==> src/hdl/rob_pkg.sv <==
// Package for the in-order reorder buffer: sizes, command and result codes,
// controller states and the command/status structs between controller and datapath.
// No dependencies.
package rob_pkg;

  // Buffer geometry.
  localparam int Depth  = 16;
  localparam int MaxOut = 16;
  localparam int PtrW   = $clog2(Depth);
  localparam int OccW   = $clog2(Depth + 1);
  localparam int CntW   = (MaxOut > 1) ? $clog2(MaxOut) : 1;

  // Fixed field widths.
  localparam int CmdW  = 2;
  localparam int IdW   = 16;
  localparam int SlotW = 4;
  localparam int TagW  = 32;
  localparam int KindW = 3;

  typedef logic [PtrW-1:0] ptr_t;
  typedef logic [OccW-1:0] occ_t;
  typedef logic [CntW-1:0] cnt_t;

  // Input command codes.
  typedef enum logic [CmdW-1:0] {
    CMD_ALLOC    = 2'd0,
    CMD_COMPLETE = 2'd1,
    CMD_RETIRE   = 2'd2
  } cmd_e;

  // Result kinds.
  typedef enum logic [KindW-1:0] {
    KIND_ALLOC    = 3'd0,
    KIND_FULL     = 3'd1,
    KIND_CMPL_ACK = 3'd2,
    KIND_RETIRED  = 3'd3,
    KIND_NONE_RET = 3'd4
  } kind_e;

  // Datapath operations issued by the controller.
  typedef enum logic [2:0] {
    OP_IDLE,
    OP_ALLOC,
    OP_COMPLETE,
    OP_RETIRE,
    OP_NONE_RET
  } op_e;

  // Controller states.
  typedef enum logic {
    ST_IDLE,
    ST_RETIRE
  } state_e;

  // Command from controller to datapath.
  typedef struct packed {
    op_e  op;
    logic last;
  } ctrl_t;

  // Status from datapath to controller.
  typedef struct packed {
    logic head_ready;  // head entry exists and is complete
    logic next_ready;  // entry after the head exists and is complete
  } stat_t;

  // Advance a circular pointer by one slot.
  function automatic ptr_t next_ptr(input ptr_t p);
    ptr_t r;
    if (p == ptr_t'(Depth - 1)) begin
      r = '0;
    end else begin
      r = p + ptr_t'(1);
    end
    return r;
  endfunction

endpackage

==> src/hdl/rob_ctrl.sv <==
// Controller for the reorder buffer: accepts commands and sequences retire bursts.
// Depends on rob_pkg.
module rob_ctrl
  import rob_pkg::*;
(
  input  logic             clk_i,
  input  logic             rst_ni,
  input  logic             start_i,
  input  logic [CmdW-1:0]  cmd_i,
  input  stat_t            stat_i,
  output ctrl_t            ctrl_o,
  output logic             busy_o
);

  state_e state_q, state_d;
  cnt_t   cnt_q, cnt_d;

  // State and burst counter registers.
  always_ff @(posedge clk_i or negedge rst_ni) begin
    if (!rst_ni) begin
      state_q <= ST_IDLE;
      cnt_q   <= '0;
    end else begin
      state_q <= state_d;
      cnt_q   <= cnt_d;
    end
  end

  // Next state and datapath command.
  always_comb begin
    state_d     = state_q;
    cnt_d       = cnt_q;
    ctrl_o.op   = OP_IDLE;
    ctrl_o.last = 1'b1;
    busy_o      = 1'b0;
    case (state_q)
      ST_IDLE: begin
        if (start_i) begin
          case (cmd_e'(cmd_i))
            CMD_ALLOC:    ctrl_o.op = OP_ALLOC;
            CMD_COMPLETE: ctrl_o.op = OP_COMPLETE;
            CMD_RETIRE: begin
              state_d = ST_RETIRE;
              cnt_d   = '0;
            end
            default: ctrl_o.op = OP_IDLE;
          endcase
        end
      end
      ST_RETIRE: begin
        busy_o = 1'b1;
        if (!stat_i.head_ready) begin
          // Nothing at the head is complete: a single empty answer.
          ctrl_o.op = OP_NONE_RET;
          state_d   = ST_IDLE;
        end else begin
          ctrl_o.op   = OP_RETIRE;
          ctrl_o.last = !(stat_i.next_ready && (cnt_q != cnt_t'(MaxOut - 1)));
          cnt_d       = cnt_q + cnt_t'(1);
          if (ctrl_o.last) begin
            state_d = ST_IDLE;
          end
        end
      end
      default: state_d = ST_IDLE;
    endcase
  end

endmodule

==> src/hdl/rob_dpath.sv <==
// Datapath for the reorder buffer: entry storage, pointers, tag counter and the
// result register. Depends on rob_pkg.
module rob_dpath
  import rob_pkg::*;
(
  input  logic              clk_i,
  input  logic              rst_ni,
  input  ctrl_t             ctrl_i,
  input  logic [IdW-1:0]    instr_id_i,
  input  logic [SlotW-1:0]  slot_i,
  output stat_t             stat_o,
  output logic              strobe_o,
  output logic [KindW-1:0]  kind_o,
  output logic [SlotW-1:0]  slot_out_o,
  output logic [TagW-1:0]   tag_out_o,
  output logic [IdW-1:0]    id_out_o,
  output logic              last_o
);

  // Entry payload storage.
  logic [IdW-1:0]  id_mem_q  [Depth];
  logic [TagW-1:0] tag_mem_q [Depth];

  logic [Depth-1:0] valid_q, valid_d;
  logic [Depth-1:0] done_q, done_d;
  ptr_t             head_q, head_d;
  ptr_t             tail_q, tail_d;
  occ_t             occ_q, occ_d;
  logic [TagW-1:0]  tag_q, tag_d;

  logic             full;
  ptr_t             alloc_slot;
  ptr_t             head_nxt;
  logic             slot_ok;
  ptr_t             slot_idx;

  // Result register.
  logic             strobe_q, strobe_d;
  kind_e            kind_q, kind_d;
  logic [SlotW-1:0] slot_out_q, slot_out_d;
  logic [TagW-1:0]  tag_out_q;
  logic [IdW-1:0]   id_out_q;
  logic             last_q;

  assign full       = (occ_q == occ_t'(Depth));
  assign alloc_slot = (occ_q == '0) ? '0 : tail_q;
  assign head_nxt   = next_ptr(head_q);
  assign slot_ok    = (int'(slot_i) < Depth);
  assign slot_idx   = ptr_t'(slot_i);

  // Retire status toward the controller.
  assign stat_o.head_ready = (occ_q != '0) && done_q[head_q];
  assign stat_o.next_ready = (occ_q > occ_t'(1)) && done_q[head_nxt];

  // Next state of the control registers and the result code.
  always_comb begin
    valid_d    = valid_q;
    done_d     = done_q;
    head_d     = head_q;
    tail_d     = tail_q;
    occ_d      = occ_q;
    tag_d      = tag_q;
    strobe_d   = 1'b1;
    kind_d     = KIND_NONE_RET;
    slot_out_d = '0;
    case (ctrl_i.op)
      OP_ALLOC: begin
        if (full) begin
          kind_d = KIND_FULL;
        end else begin
          kind_d              = KIND_ALLOC;
          slot_out_d          = SlotW'(alloc_slot);
          valid_d[alloc_slot] = 1'b1;
          done_d[alloc_slot]  = 1'b0;
          if (occ_q == '0) begin
            head_d = '0;
          end
          tail_d = next_ptr(alloc_slot);
          occ_d  = occ_q + occ_t'(1);
          tag_d  = tag_q + TagW'(1);
        end
      end
      OP_COMPLETE: begin
        kind_d     = KIND_CMPL_ACK;
        slot_out_d = slot_i;
        if (slot_ok && valid_q[slot_idx]) begin
          done_d[slot_idx] = 1'b1;
        end
      end
      OP_RETIRE: begin
        kind_d          = KIND_RETIRED;
        slot_out_d      = SlotW'(head_q);
        valid_d[head_q] = 1'b0;
        done_d[head_q]  = 1'b0;
        occ_d           = occ_q - occ_t'(1);
        head_d          = head_nxt;
      end
      OP_NONE_RET: kind_d = KIND_NONE_RET;
      default:     strobe_d = 1'b0;
    endcase
  end

  // Control registers.
  always_ff @(posedge clk_i or negedge rst_ni) begin
    if (!rst_ni) begin
      valid_q  <= '0;
      done_q   <= '0;
      head_q   <= '0;
      tail_q   <= '0;
      occ_q    <= '0;
      tag_q    <= '0;
      strobe_q <= 1'b0;
    end else begin
      valid_q  <= valid_d;
      done_q   <= done_d;
      head_q   <= head_d;
      tail_q   <= tail_d;
      occ_q    <= occ_d;
      tag_q    <= tag_d;
      strobe_q <= strobe_d;
    end
  end

  // Entry storage write on allocation.
  always_ff @(posedge clk_i) begin
    if (ctrl_i.op == OP_ALLOC && !full) begin
      id_mem_q[alloc_slot]  <= instr_id_i;
      tag_mem_q[alloc_slot] <= tag_q;
    end
  end

  // Result payload, including the registered read of the head entry.
  always_ff @(posedge clk_i) begin
    kind_q     <= kind_d;
    slot_out_q <= slot_out_d;
    last_q     <= ctrl_i.last;
    if (ctrl_i.op == OP_ALLOC && !full) begin
      tag_out_q <= tag_q;
      id_out_q  <= '0;
    end else if (ctrl_i.op == OP_RETIRE) begin
      tag_out_q <= tag_mem_q[head_q];
      id_out_q  <= id_mem_q[head_q];
    end else begin
      tag_out_q <= '0;
      id_out_q  <= '0;
    end
  end

  assign strobe_o   = strobe_q;
  assign kind_o     = kind_q;
  assign slot_out_o = slot_out_q;
  assign tag_out_o  = tag_out_q;
  assign id_out_o   = id_out_q;
  assign last_o     = last_q;

endmodule

==> src/hdl/reorder_buffer_in_order_retire_core.sv <==
// In-order reorder buffer of 16 entries. An allocate or complete transaction is
// taken in any cycle in which busy_o is low, and its single result appears with
// strobe_o in the next cycle, so these commands run at one per cycle. A retire
// transaction moves the controller to its retire state, which raises busy_o and
// retires complete entries from the head (at most 16; a single empty answer when
// nothing retires) while the head pointer steps one entry per cycle; its results
// pass through the result register, one per cycle, with last_o on the final one.
// Results cannot be held off and must be taken in the cycle they are strobed.
// Depends on rob_pkg, rob_ctrl and rob_dpath.
module reorder_buffer_in_order_retire_core
  import rob_pkg::*;
(
  input  logic              clk_i,
  input  logic              rst_ni,
  input  logic              start_i,
  output logic              busy_o,
  input  logic [CmdW-1:0]   cmd_i,
  input  logic [IdW-1:0]    instr_id_i,
  input  logic [SlotW-1:0]  slot_i,
  output logic              strobe_o,
  output logic [KindW-1:0]  kind_o,
  output logic [SlotW-1:0]  slot_out_o,
  output logic [TagW-1:0]   tag_out_o,
  output logic [IdW-1:0]    id_out_o,
  output logic              last_o
);

  ctrl_t ctrl;
  stat_t stat;

  // Command sequencing.
  rob_ctrl u_ctrl (
    .clk_i  (clk_i),
    .rst_ni (rst_ni),
    .start_i(start_i),
    .cmd_i  (cmd_i),
    .stat_i (stat),
    .ctrl_o (ctrl),
    .busy_o (busy_o)
  );

  // Entry storage and result register.
  rob_dpath u_dpath (
    .clk_i     (clk_i),
    .rst_ni    (rst_ni),
    .ctrl_i    (ctrl),
    .instr_id_i(instr_id_i),
    .slot_i    (slot_i),
    .stat_o    (stat),
    .strobe_o  (strobe_o),
    .kind_o    (kind_o),
    .slot_out_o(slot_out_o),
    .tag_out_o (tag_out_o),
    .id_out_o  (id_out_o),
    .last_o    (last_o)
  );

`ifndef NO_ASSERTIONS
  // A burst result that is not the last one is followed directly by another.
  a_burst_continues: assert property (@(posedge clk_i) disable iff (!rst_ni)
    strobe_o && !last_o |=> strobe_o)
    else $error("retire burst broke off before its last result");

  // Only retired entries can be followed by more results of the same transaction.
  a_single_last: assert property (@(posedge clk_i) disable iff (!rst_ni)
    strobe_o && (kind_o != KIND_RETIRED) |-> last_o)
    else $error("single-result transaction without last");

  // An accepted allocate answers in the next cycle with a final result.
  a_alloc_answer: assert property (@(posedge clk_i) disable iff (!rst_ni)
    start_i && !busy_o && (cmd_i == CMD_ALLOC) |=>
      strobe_o && last_o && ((kind_o == KIND_ALLOC) || (kind_o == KIND_FULL)))
    else $error("allocate transaction not answered in the next cycle");

  // While a burst is in progress, every result is a retired or an empty retire result.
  a_busy_kind: assert property (@(posedge clk_i) disable iff (!rst_ni)
    $past(busy_o) && strobe_o |->
      (kind_o == KIND_RETIRED) || (kind_o == KIND_NONE_RET))
    else $error("unexpected result kind during a retire burst");
`endif

endmodule
==> config.mk <==
export PLATFORM = sky130hd
export DESIGN_NAME = reorder_buffer_in_order_retire_core
export DESIGN_NICKNAME = d
export VERILOG_FILES = /design/src/hdl/rob_pkg.sv /design/src/hdl/rob_ctrl.sv /design/src/hdl/rob_dpath.sv /design/src/hdl/reorder_buffer_in_order_retire_core.sv
export SDC_FILE = /design/constraint.sdc
export NUM_CORES = 1
export LEC_CHECK = 0
export BUFFER_PORTS_ARGS = -buffer_cell sky130_fd_sc_hd__buf_4
export CORE_MARGIN = 1.5
export CORE_UTILIZATION = 50
export DETAILED_ROUTE_END_ITERATION = 10
export GPL_ROUTABILITY_DRIVEN = 0
export GPL_TIMING_DRIVEN = 0
export PLACE_DENSITY = 0.67
export SYNTH_ARGS = -nofsm -noshare
export SYNTH_HDL_FRONTEND = slang
export SYNTH_SLANG_ARGS = --single-unit
==> constraint.sdc <==
create_clock -name clk_i -period 4.2 [get_ports clk_i]
set_input_delay 0.42 -clock clk_i [delete_from_list [all_inputs] [get_ports clk_i]]
set_output_delay 0.42 -clock clk_i [all_outputs]
set_load 0.03 [all_outputs]
==> impl_results.md, run 1 <==
- RR Endpoint: u_dpath.id_mem_q[14][8]
- Synthesized area: 35500 µm²
- Worst skew pair latency: 640 ps
- Count of non-filler cells in the finished layout: 2926
- Critical Path Source: u_dpath.occ_q[0]
- Core Util, Final: 0.579
- Pre-antenna DRT Iters: 6
- Die H: 269 µm
- Outcome: completed
- Synth area leaders: edfxtp_1, mux4_2, dfrtp_1
- Max_slew headroom: 0.188
- Inst Count DP: 2758
- Crit end category: register
- Synth async-reset ratio: 0.0915
- Hold Vio Cnt, Final: 0
- Post-synth EDFFs: 768
- Num CTS Buffers: 89
- Post-layout minimum cycle time: 4000 ps
- Routed Antenna Nets: 0
- Final Worst Setup Slack: 201 ps
- Final Cell Area: 40600 µm²
- Crit path depth: 9
- Dominant cell type by area after synthesis: edfxtp_1
- Setup_tns: 0 ps
- Pre-CTS WS: 141 ps
- # DRC: 0
- Vias: 18400
- Clock-pin slew on the worst setup and hold paths: 60 ps
- Fill count: 5149
- Hold WC Path Type: input pin to asynchronous set/reset pin
- Full die area: 72600 µm²
- Clock buffer depth: 3
- CP Data Arrival Time: 4300 ps
- Max cap viols: 0
- Reg-to-reg setup timing slack: 200 ps
- Overall routing resource usage: 0.235
- Crit-path max cell delay: 680 ps
- Power Density: 620 nW/µm²
- Worst-path fanout max: 27
- Antenna violations before repair: 1
- H-Tree Depth: 3
- WHS: 24.0 ps
- Die X: 269 µm
- Area grow syn2layout: 14.4%
- Mean Syn Cell Area: 20.6 µm²
- Largest net degree at the start of global routing: 84
- Layout cell share with drive strength beyond 1: 0.275
- Power, Total: 25.2 mW
- Fin nets: 1949
- Placed Area: 37700 µm²
- RSZ-0062 raised after global routing: true
- Post-route clock period utilization: 0.952
- CP cell instances: inv_1 -> ha_1 -> or4b_1 -> nand3_1 -> nor2_4 -> nor2_1 -> clkbuf_1 -> and3_4 -> buf_12
- Crit path to: u_dpath.id_mem_q[14][8]
- Share of the synthesized area in the top cell type: 0.650
- CP Class: register to register
- Total grt overflow: 0
- Vias in the first global route: 18500
- IO Pins: 83
- Pins Over Slew Limit: 0
- CP bufs+invs: 3
- Synth cell types: 61
- Commonest non-fill, non-tap cells in the layout: edfxtp_1, mux4_2, buf_4, clkbuf_16, dfrtp_1
- Detailed placement HPWL: 49.6 mm
- Rows: 97
- Most common cell after layout, fill and taps aside: edfxtp_1
- Initial drt markers: 2379
- Slew at the pin closest to its max-slew limit: 1200 ps
- Warning count from the yosys run: 0
- Sequential area share after synthesis: 0.740
- Syn Nets: 1760
- Core ar.: 70100 µm²
- Leakage: 13.8 nW
- Worst path top cell family by delay: simple AND/OR/NAND/NOR gates
- R2R depth: 9
- Maximum VDD drop: 0.000394 V
- Clock Sinks: 907
- CP required: 4500 ps
- Skew final: 28.2 ps
- Highest clock rate: 0.250 GHz
- Initial Util: 0.506
- PortBufs: 81
- Setup crit start kind: register
- Synth Register Bits: 907
- Post-DR vias/cell: 6.29
- Top FF cell, synth: edfxtp_1
- Critical R2R Launch: u_dpath.occ_q[0]
- Mapped Cells: 1721
- Slowest-stage cell, CP: clkbuf_1
- Global-route wire length before repair: 124 mm
- Antenna fix cells: 0
- DR WL/cell: 29.0 µm
- Root buffer selected by CTS: clkbuf_16
- Final WL: 84.9 mm
- TritonCTS clock tree: yes
- Final setup viols: 0
## cells by family (layout without fill, tap and decap cells)
group | count (synthesis) | after routing | synth area share
mux | 260 | 260 | 0.161
flops | 907 | 907 | 0.740
xor+xnor | 33 | 33 | 0.00815
fa+ha+maj | 14 | 14 | 0.00494
buf+inv | 121 | 385 | 0.0168
compound gates | 134 | 134 | 0.0288
simple gates | 252 | 253 | 0.0399
## how the worst min path moves through the flow
stage | startpoint | endpoint | slack [ps]
5_1_grt | start_i | u_dpath.strobe_o | 40
2_1_floorplan | rst_ni | u_ctrl.cnt_q[0] | 120
4_1_cts | start_i | u_dpath.strobe_o | 10
3_3_place_gp | u_ctrl.cnt_q[3] | u_ctrl.cnt_q[3] | 460
6_report | rst_ni | u_dpath.done_q[9] | 20
3_5_place_dp | u_dpath.valid_q[7] | u_dpath.valid_q[7] | 470
## power breakdown
group	internal, mW	switching, mW	leakage (nW)
logic	2.89	3.93	3.71
clock network	4.44	3.33	1.39
registers	10.3	0.350	8.74
total	17.6	7.61	13.8
## metal layers
layer	wire length [µm]	track usage	vias up	share of wire
li1	-	-	7542	-
met1	34000	0.331	9773	0.40
met2	41600	0.378	910	0.49
met3	6940	0.0393	177	0.082
met4	2480	0.0750	0	0.029
met5	0	0	-	0
## worst reg2reg max path: stages (launching register included)
cell      delay, ps
dfrtp_1         480
inv_1           130
ha_1            260
or4b_1          560
nand3_1         210
nor2_4          110
nor2_1          220
clkbuf_1        680
and3_4          680
buf_12          340
## registers in the layout, summed over array words and instances (netlist names)
name	cells
u_ctrl.cnt_q	4
u_ctrl.state_q	1
u_dpath.done_q	16
u_dpath.head_q	4
u_dpath.id_mem_q	256
u_dpath.id_out_o	16
u_dpath.kind_o	3
u_dpath.last_o	1
u_dpath.occ_q	5
u_dpath.slot_out_o	4
u_dpath.strobe_o	1
u_dpath.tag_mem_q	512
u_dpath.tag_out_o	32
u_dpath.tag_q	32
u_dpath.tail_q	4
u_dpath.valid_q	16
## repair_timing
action / CTS / global route
hold buffers: 0 / 0
endpoints found under the setup margin: 0 / 83
setup buffers: 0 / 0
resized for setup: 0 / 2
## final cells by class
type,count,area (µm²),area share
clock buffers,131,2530,0.0622
well taps,940,1180,0.0290
inverters,20,75.1,0.00185
multi-input cells,694,8710,0.215
plain buffers,101,523,0.0129
repair buffers,97,1000,0.0247
clock inverters,36,323,0.00795
flip-flops and latches,907,26300,0.647
## cells in the mapped netlist (all sizes together) (2+ instances only)
| cell type | number |
|---|---|
| nor3 | 17 |
| and3 | 36 |
| inv | 20 |
| mux2i | 9 |
| nor2b | 6 |
| or4 | 2 |
| o2111ai | 2 |
| dfrtp | 83 |
| nor3b | 5 |
| buf | 56 |
| a41oi | 16 |
| nor4b | 3 |
| a21oi | 9 |
| or4b | 2 |
| a21o | 3 |
| mux2 | 2 |
| nor2 | 22 |
| nand2 | 79 |
| o21ai | 29 |
| xnor2 | 21 |
| ha | 14 |
| a311o | 5 |
| clkbuf | 45 |
| nand4 | 12 |
| a31oi | 7 |
| nand4bb | 2 |
| edfxtp | 768 |
| xor2 | 12 |
| dfxtp | 56 |
| and4b | 2 |
| a32o | 12 |
| mux4 | 249 |
| o211ai | 2 |
| nand3 | 17 |
| or3 | 2 |
| a22o | 35 |
| a311oi | 2 |
| o311ai | 2 |
| and2 | 22 |
| o31a | 4 |
| and4 | 19 |
(Power assumes the default switching activity.)
==> inputs of run 2 (changes only) <==
--- a/config.mk
+++ b/config.mk
@@ -6,12 +6,14 @@
 export NUM_CORES = 1
 export LEC_CHECK = 0
 export BUFFER_PORTS_ARGS = -buffer_cell sky130_fd_sc_hd__buf_4
+export CELL_PAD_IN_SITES_DETAIL_PLACEMENT = 0
+export CELL_PAD_IN_SITES_GLOBAL_PLACEMENT = 1
 export CORE_MARGIN = 1.5
 export CORE_UTILIZATION = 50
 export DETAILED_ROUTE_END_ITERATION = 10
 export GPL_ROUTABILITY_DRIVEN = 0
 export GPL_TIMING_DRIVEN = 0
-export PLACE_DENSITY = 0.67
+export PLACE_DENSITY = 0.74
 export SYNTH_ARGS = -nofsm -noshare
 export SYNTH_HDL_FRONTEND = slang
 export SYNTH_SLANG_ARGS = --single-unit
==> run 2 against run 1 <==
Clock skew is 5.5 ps lower. Maximum frequency is 0.56% higher. Critical endpoint is now u_dpath.tag_mem_q[5][11]. Flip-flop and latch count stayed put. Critical path depth is 1 lower. Register-to-register slack better by 20 ps. Via count is 1.2% lower. Design area is 0.67% higher. Worst setup slack better by 22 ps. Cell count is 0.31% higher. Sequential power hardly changed. Hold slack worse by 18 ps. Count of clock-buffer cells in the layout stayed put.
==> impl_results.md, run 2 (same netlist as run 1, synthesis figures left out) <==
- Max cap viols: 0 (unchanged)
- Pins Over Slew Limit: 0 (unchanged)
- Core Util, Final: 0.583 (was 0.579)
- Vias: 18200 (was 18400)
- Max_slew headroom: 0.180 (was 0.188)
- Initial Util: 0.506 (unchanged)
- Setup crit start kind: register (unchanged)
- Full die area: 72600 µm² (unchanged)
- Largest regs: u_dpath.tag_mem_q x512, u_dpath.id_mem_q x256 (unchanged)
- Clock Sinks: 907 (unchanged)
- Worst-path fanout max: 42 (was 27)
- Post-layout minimum cycle time: 3980 ps (was 4000 ps)
- H-Tree Depth: 3 (unchanged)
- Final Cell Area: 40900 µm² (was 40600 µm²)
- Placed Area: 37800 µm² (was 37700 µm²)
- Final WL: 85.9 mm (was 84.9 mm)
- Crit end category: register (unchanged)
- Maximum VDD drop: 0.000365 V (was 0.000394 V)
- Num CTS Buffers: 92 (was 89)
- Reg-to-reg setup timing slack: 220 ps (was 200 ps)
- # DRC: 0 (unchanged)
- Die X: 269 µm (unchanged)
- CP Data Arrival Time: 4270 ps (was 4300 ps)
- CP Class: register to register (unchanged)
- Crit path to: u_dpath.tag_mem_q[5][11] (was u_dpath.id_mem_q[14][8])
- Critical R2R Launch: u_dpath.occ_q[0] (unchanged)
- Most common cell after layout, fill and taps aside: edfxtp_1 (unchanged)
- PortBufs: 81 (unchanged)
- Slew at the pin closest to its max-slew limit: 1220 ps (was 1200 ps)
- Largest net degree at the start of global routing: 84 (unchanged)
- Pre-antenna DRT Iters: 8 (was 6)
- Outcome: completed (unchanged)
- Count of non-filler cells in the finished layout: 2935 (was 2926)
- Vias in the first global route: 18400 (was 18500)
- Layout cell share with drive strength beyond 1: 0.283 (was 0.275)
- Number of flip-flops under the largest register name: 512 (unchanged)
- R2R depth: 8 (was 9)
- Rows: 97 (unchanged)
- Skew final: 22.7 ps (was 28.2 ps)
- Global-route wire length before repair: 124 mm (about the same)
- Post-DR vias/cell: 6.19 (was 6.29)
- DR WL/cell: 29.3 µm (was 29.0 µm)
- Core ar.: 70100 µm² (unchanged)
- Routed Antenna Nets: 0 (unchanged)
- Antenna violations before repair: 2 (was 1)
- Reg with most FFs: u_dpath.tag_mem_q (unchanged)
- Critical Path Source: u_dpath.occ_q[0] (unchanged)
- RR Endpoint: u_dpath.tag_mem_q[5][11] (was u_dpath.id_mem_q[14][8])
- Hold Vio Cnt, Final: 0 (unchanged)
- CP required: 4500 ps (about the same)
- RSZ-0062 raised after global routing: false (was true)
- Commonest non-fill, non-tap cells in the layout: edfxtp_1, mux4_2, buf_4, clkbuf_16, dfrtp_1 (unchanged)
- Initial drt markers: 2159 (was 2379)
- Die H: 269 µm (unchanged)
- Post-route clock period utilization: 0.947 (was 0.952)
- Fin nets: 1955 (was 1949)
- Hold WC Path Type: input pin to asynchronous set/reset pin (unchanged)
- Final setup viols: 0 (unchanged)
- Detailed placement HPWL: 48.7 mm (was 49.6 mm)
- Highest clock rate: 0.251 GHz (was 0.250 GHz)
- Root buffer selected by CTS: clkbuf_16 (unchanged)
- Final Worst Setup Slack: 223 ps (was 201 ps)
- Leakage: 14.0 nW (was 13.8 nW)
- Power Density: 626 nW/µm² (was 620 nW/µm²)
- Total grt overflow: 0 (unchanged)
- TritonCTS clock tree: yes (unchanged)
- IO Pins: 83 (unchanged)
- Inst Count DP: 2758 (unchanged)
- Overall routing resource usage: 0.236 (was 0.235)
- Clock-pin slew on the worst setup and hold paths: 60 ps (about the same)
- Area grow syn2layout: 15.2% (was 14.4%)
- Pre-CTS WS: 123 ps (was 141 ps)
- Antenna fix cells: 0 (unchanged)
- Worst skew pair latency: 650 ps (was 640 ps)
- Clock buffer depth: 3 (unchanged)
-- run 2: where the power goes --
group / internal (mW) / leakage (nW) / total, mW / switching [mW]
Combinational: 2.89 / 3.75 / 6.84 / 3.94
Sequential: 10.3 / 8.74 / 10.6 / 0.356
Clock: 4.76 / 1.50 / 8.14 / 3.38
Total: 17.9 / 14.0 / 25.6 / 7.68
-- run 2: layer usage --
| metal | wire length, µm | global-route usage | part of all wire |
|---|---|---|---|
| met5 | 0 | 0 | 0 |
| met4 | 1600 | 0.0599 | 0.019 |
| met3 | 6270 | 0.0343 | 0.073 |
| met2 | 42200 | 0.383 | 0.49 |
| met1 | 35900 | 0.341 | 0.42 |
-- run 2: worst max-delay path: stages, from the launching register on --
cell	delay [ps]
dfrtp_1	520
inv_1	110
ha_1	270
or4b_1	300
clkbuf_1	450
nand2_1	140
nor3_1	950
and3_4	490
buf_16	330
-- run 2: cell type report --
cell class | count | area [µm²]
Clock buffer | 131 | 2640
Inverter | 20 | 75.1
Tap cell | 940 | 1180
Fill cell | 5128 | 29300
Buffer | 101 | 524
Sequential cell | 907 | 26300
Timing Repair Buffer | 99 | 1080
Clock inverter | 42 | 388
Multi-Input combinational cell | 695 | 8720
-- run 2: worst min path at each step --
stage	endpoint	startpoint	slack [ps]	cells past startpoint
6_report	u_dpath.tail_q[2]	rst_ni	6	1
5_1_grt	u_dpath.id_mem_q[10][6]	instr_id_i[6]	60	1
4_1_cts	u_dpath.id_mem_q[5][13]	instr_id_i[13]	40	1
3_5_place_dp	u_dpath.valid_q[6]	u_dpath.valid_q[6]	470	1
3_3_place_gp	u_dpath.valid_q[7]	u_dpath.valid_q[7]	460	1
2_1_floorplan	u_ctrl.cnt_q[0]	rst_ni	120	0
-- run 2: repair_timing --
action | CTS | global route
resized for setup | 0 | 5
hold endpoints to repair | 1 | 0
endpoints found under the setup margin | 0 | 103
setup buffers | 0 | 1
hold buffers | 1 | 0
-- run 2: metrics by stage --
stage	power (mW)	hold WS (ps)	TNS (ps)
final	25.6	6.18	0
after global placement	17.5	465	-1264210
after global routing	26.5	55.1	0
after floorplan	15.3	124	0
after CTS	25.7	36.7	0
after detailed placement	17.6	474	0
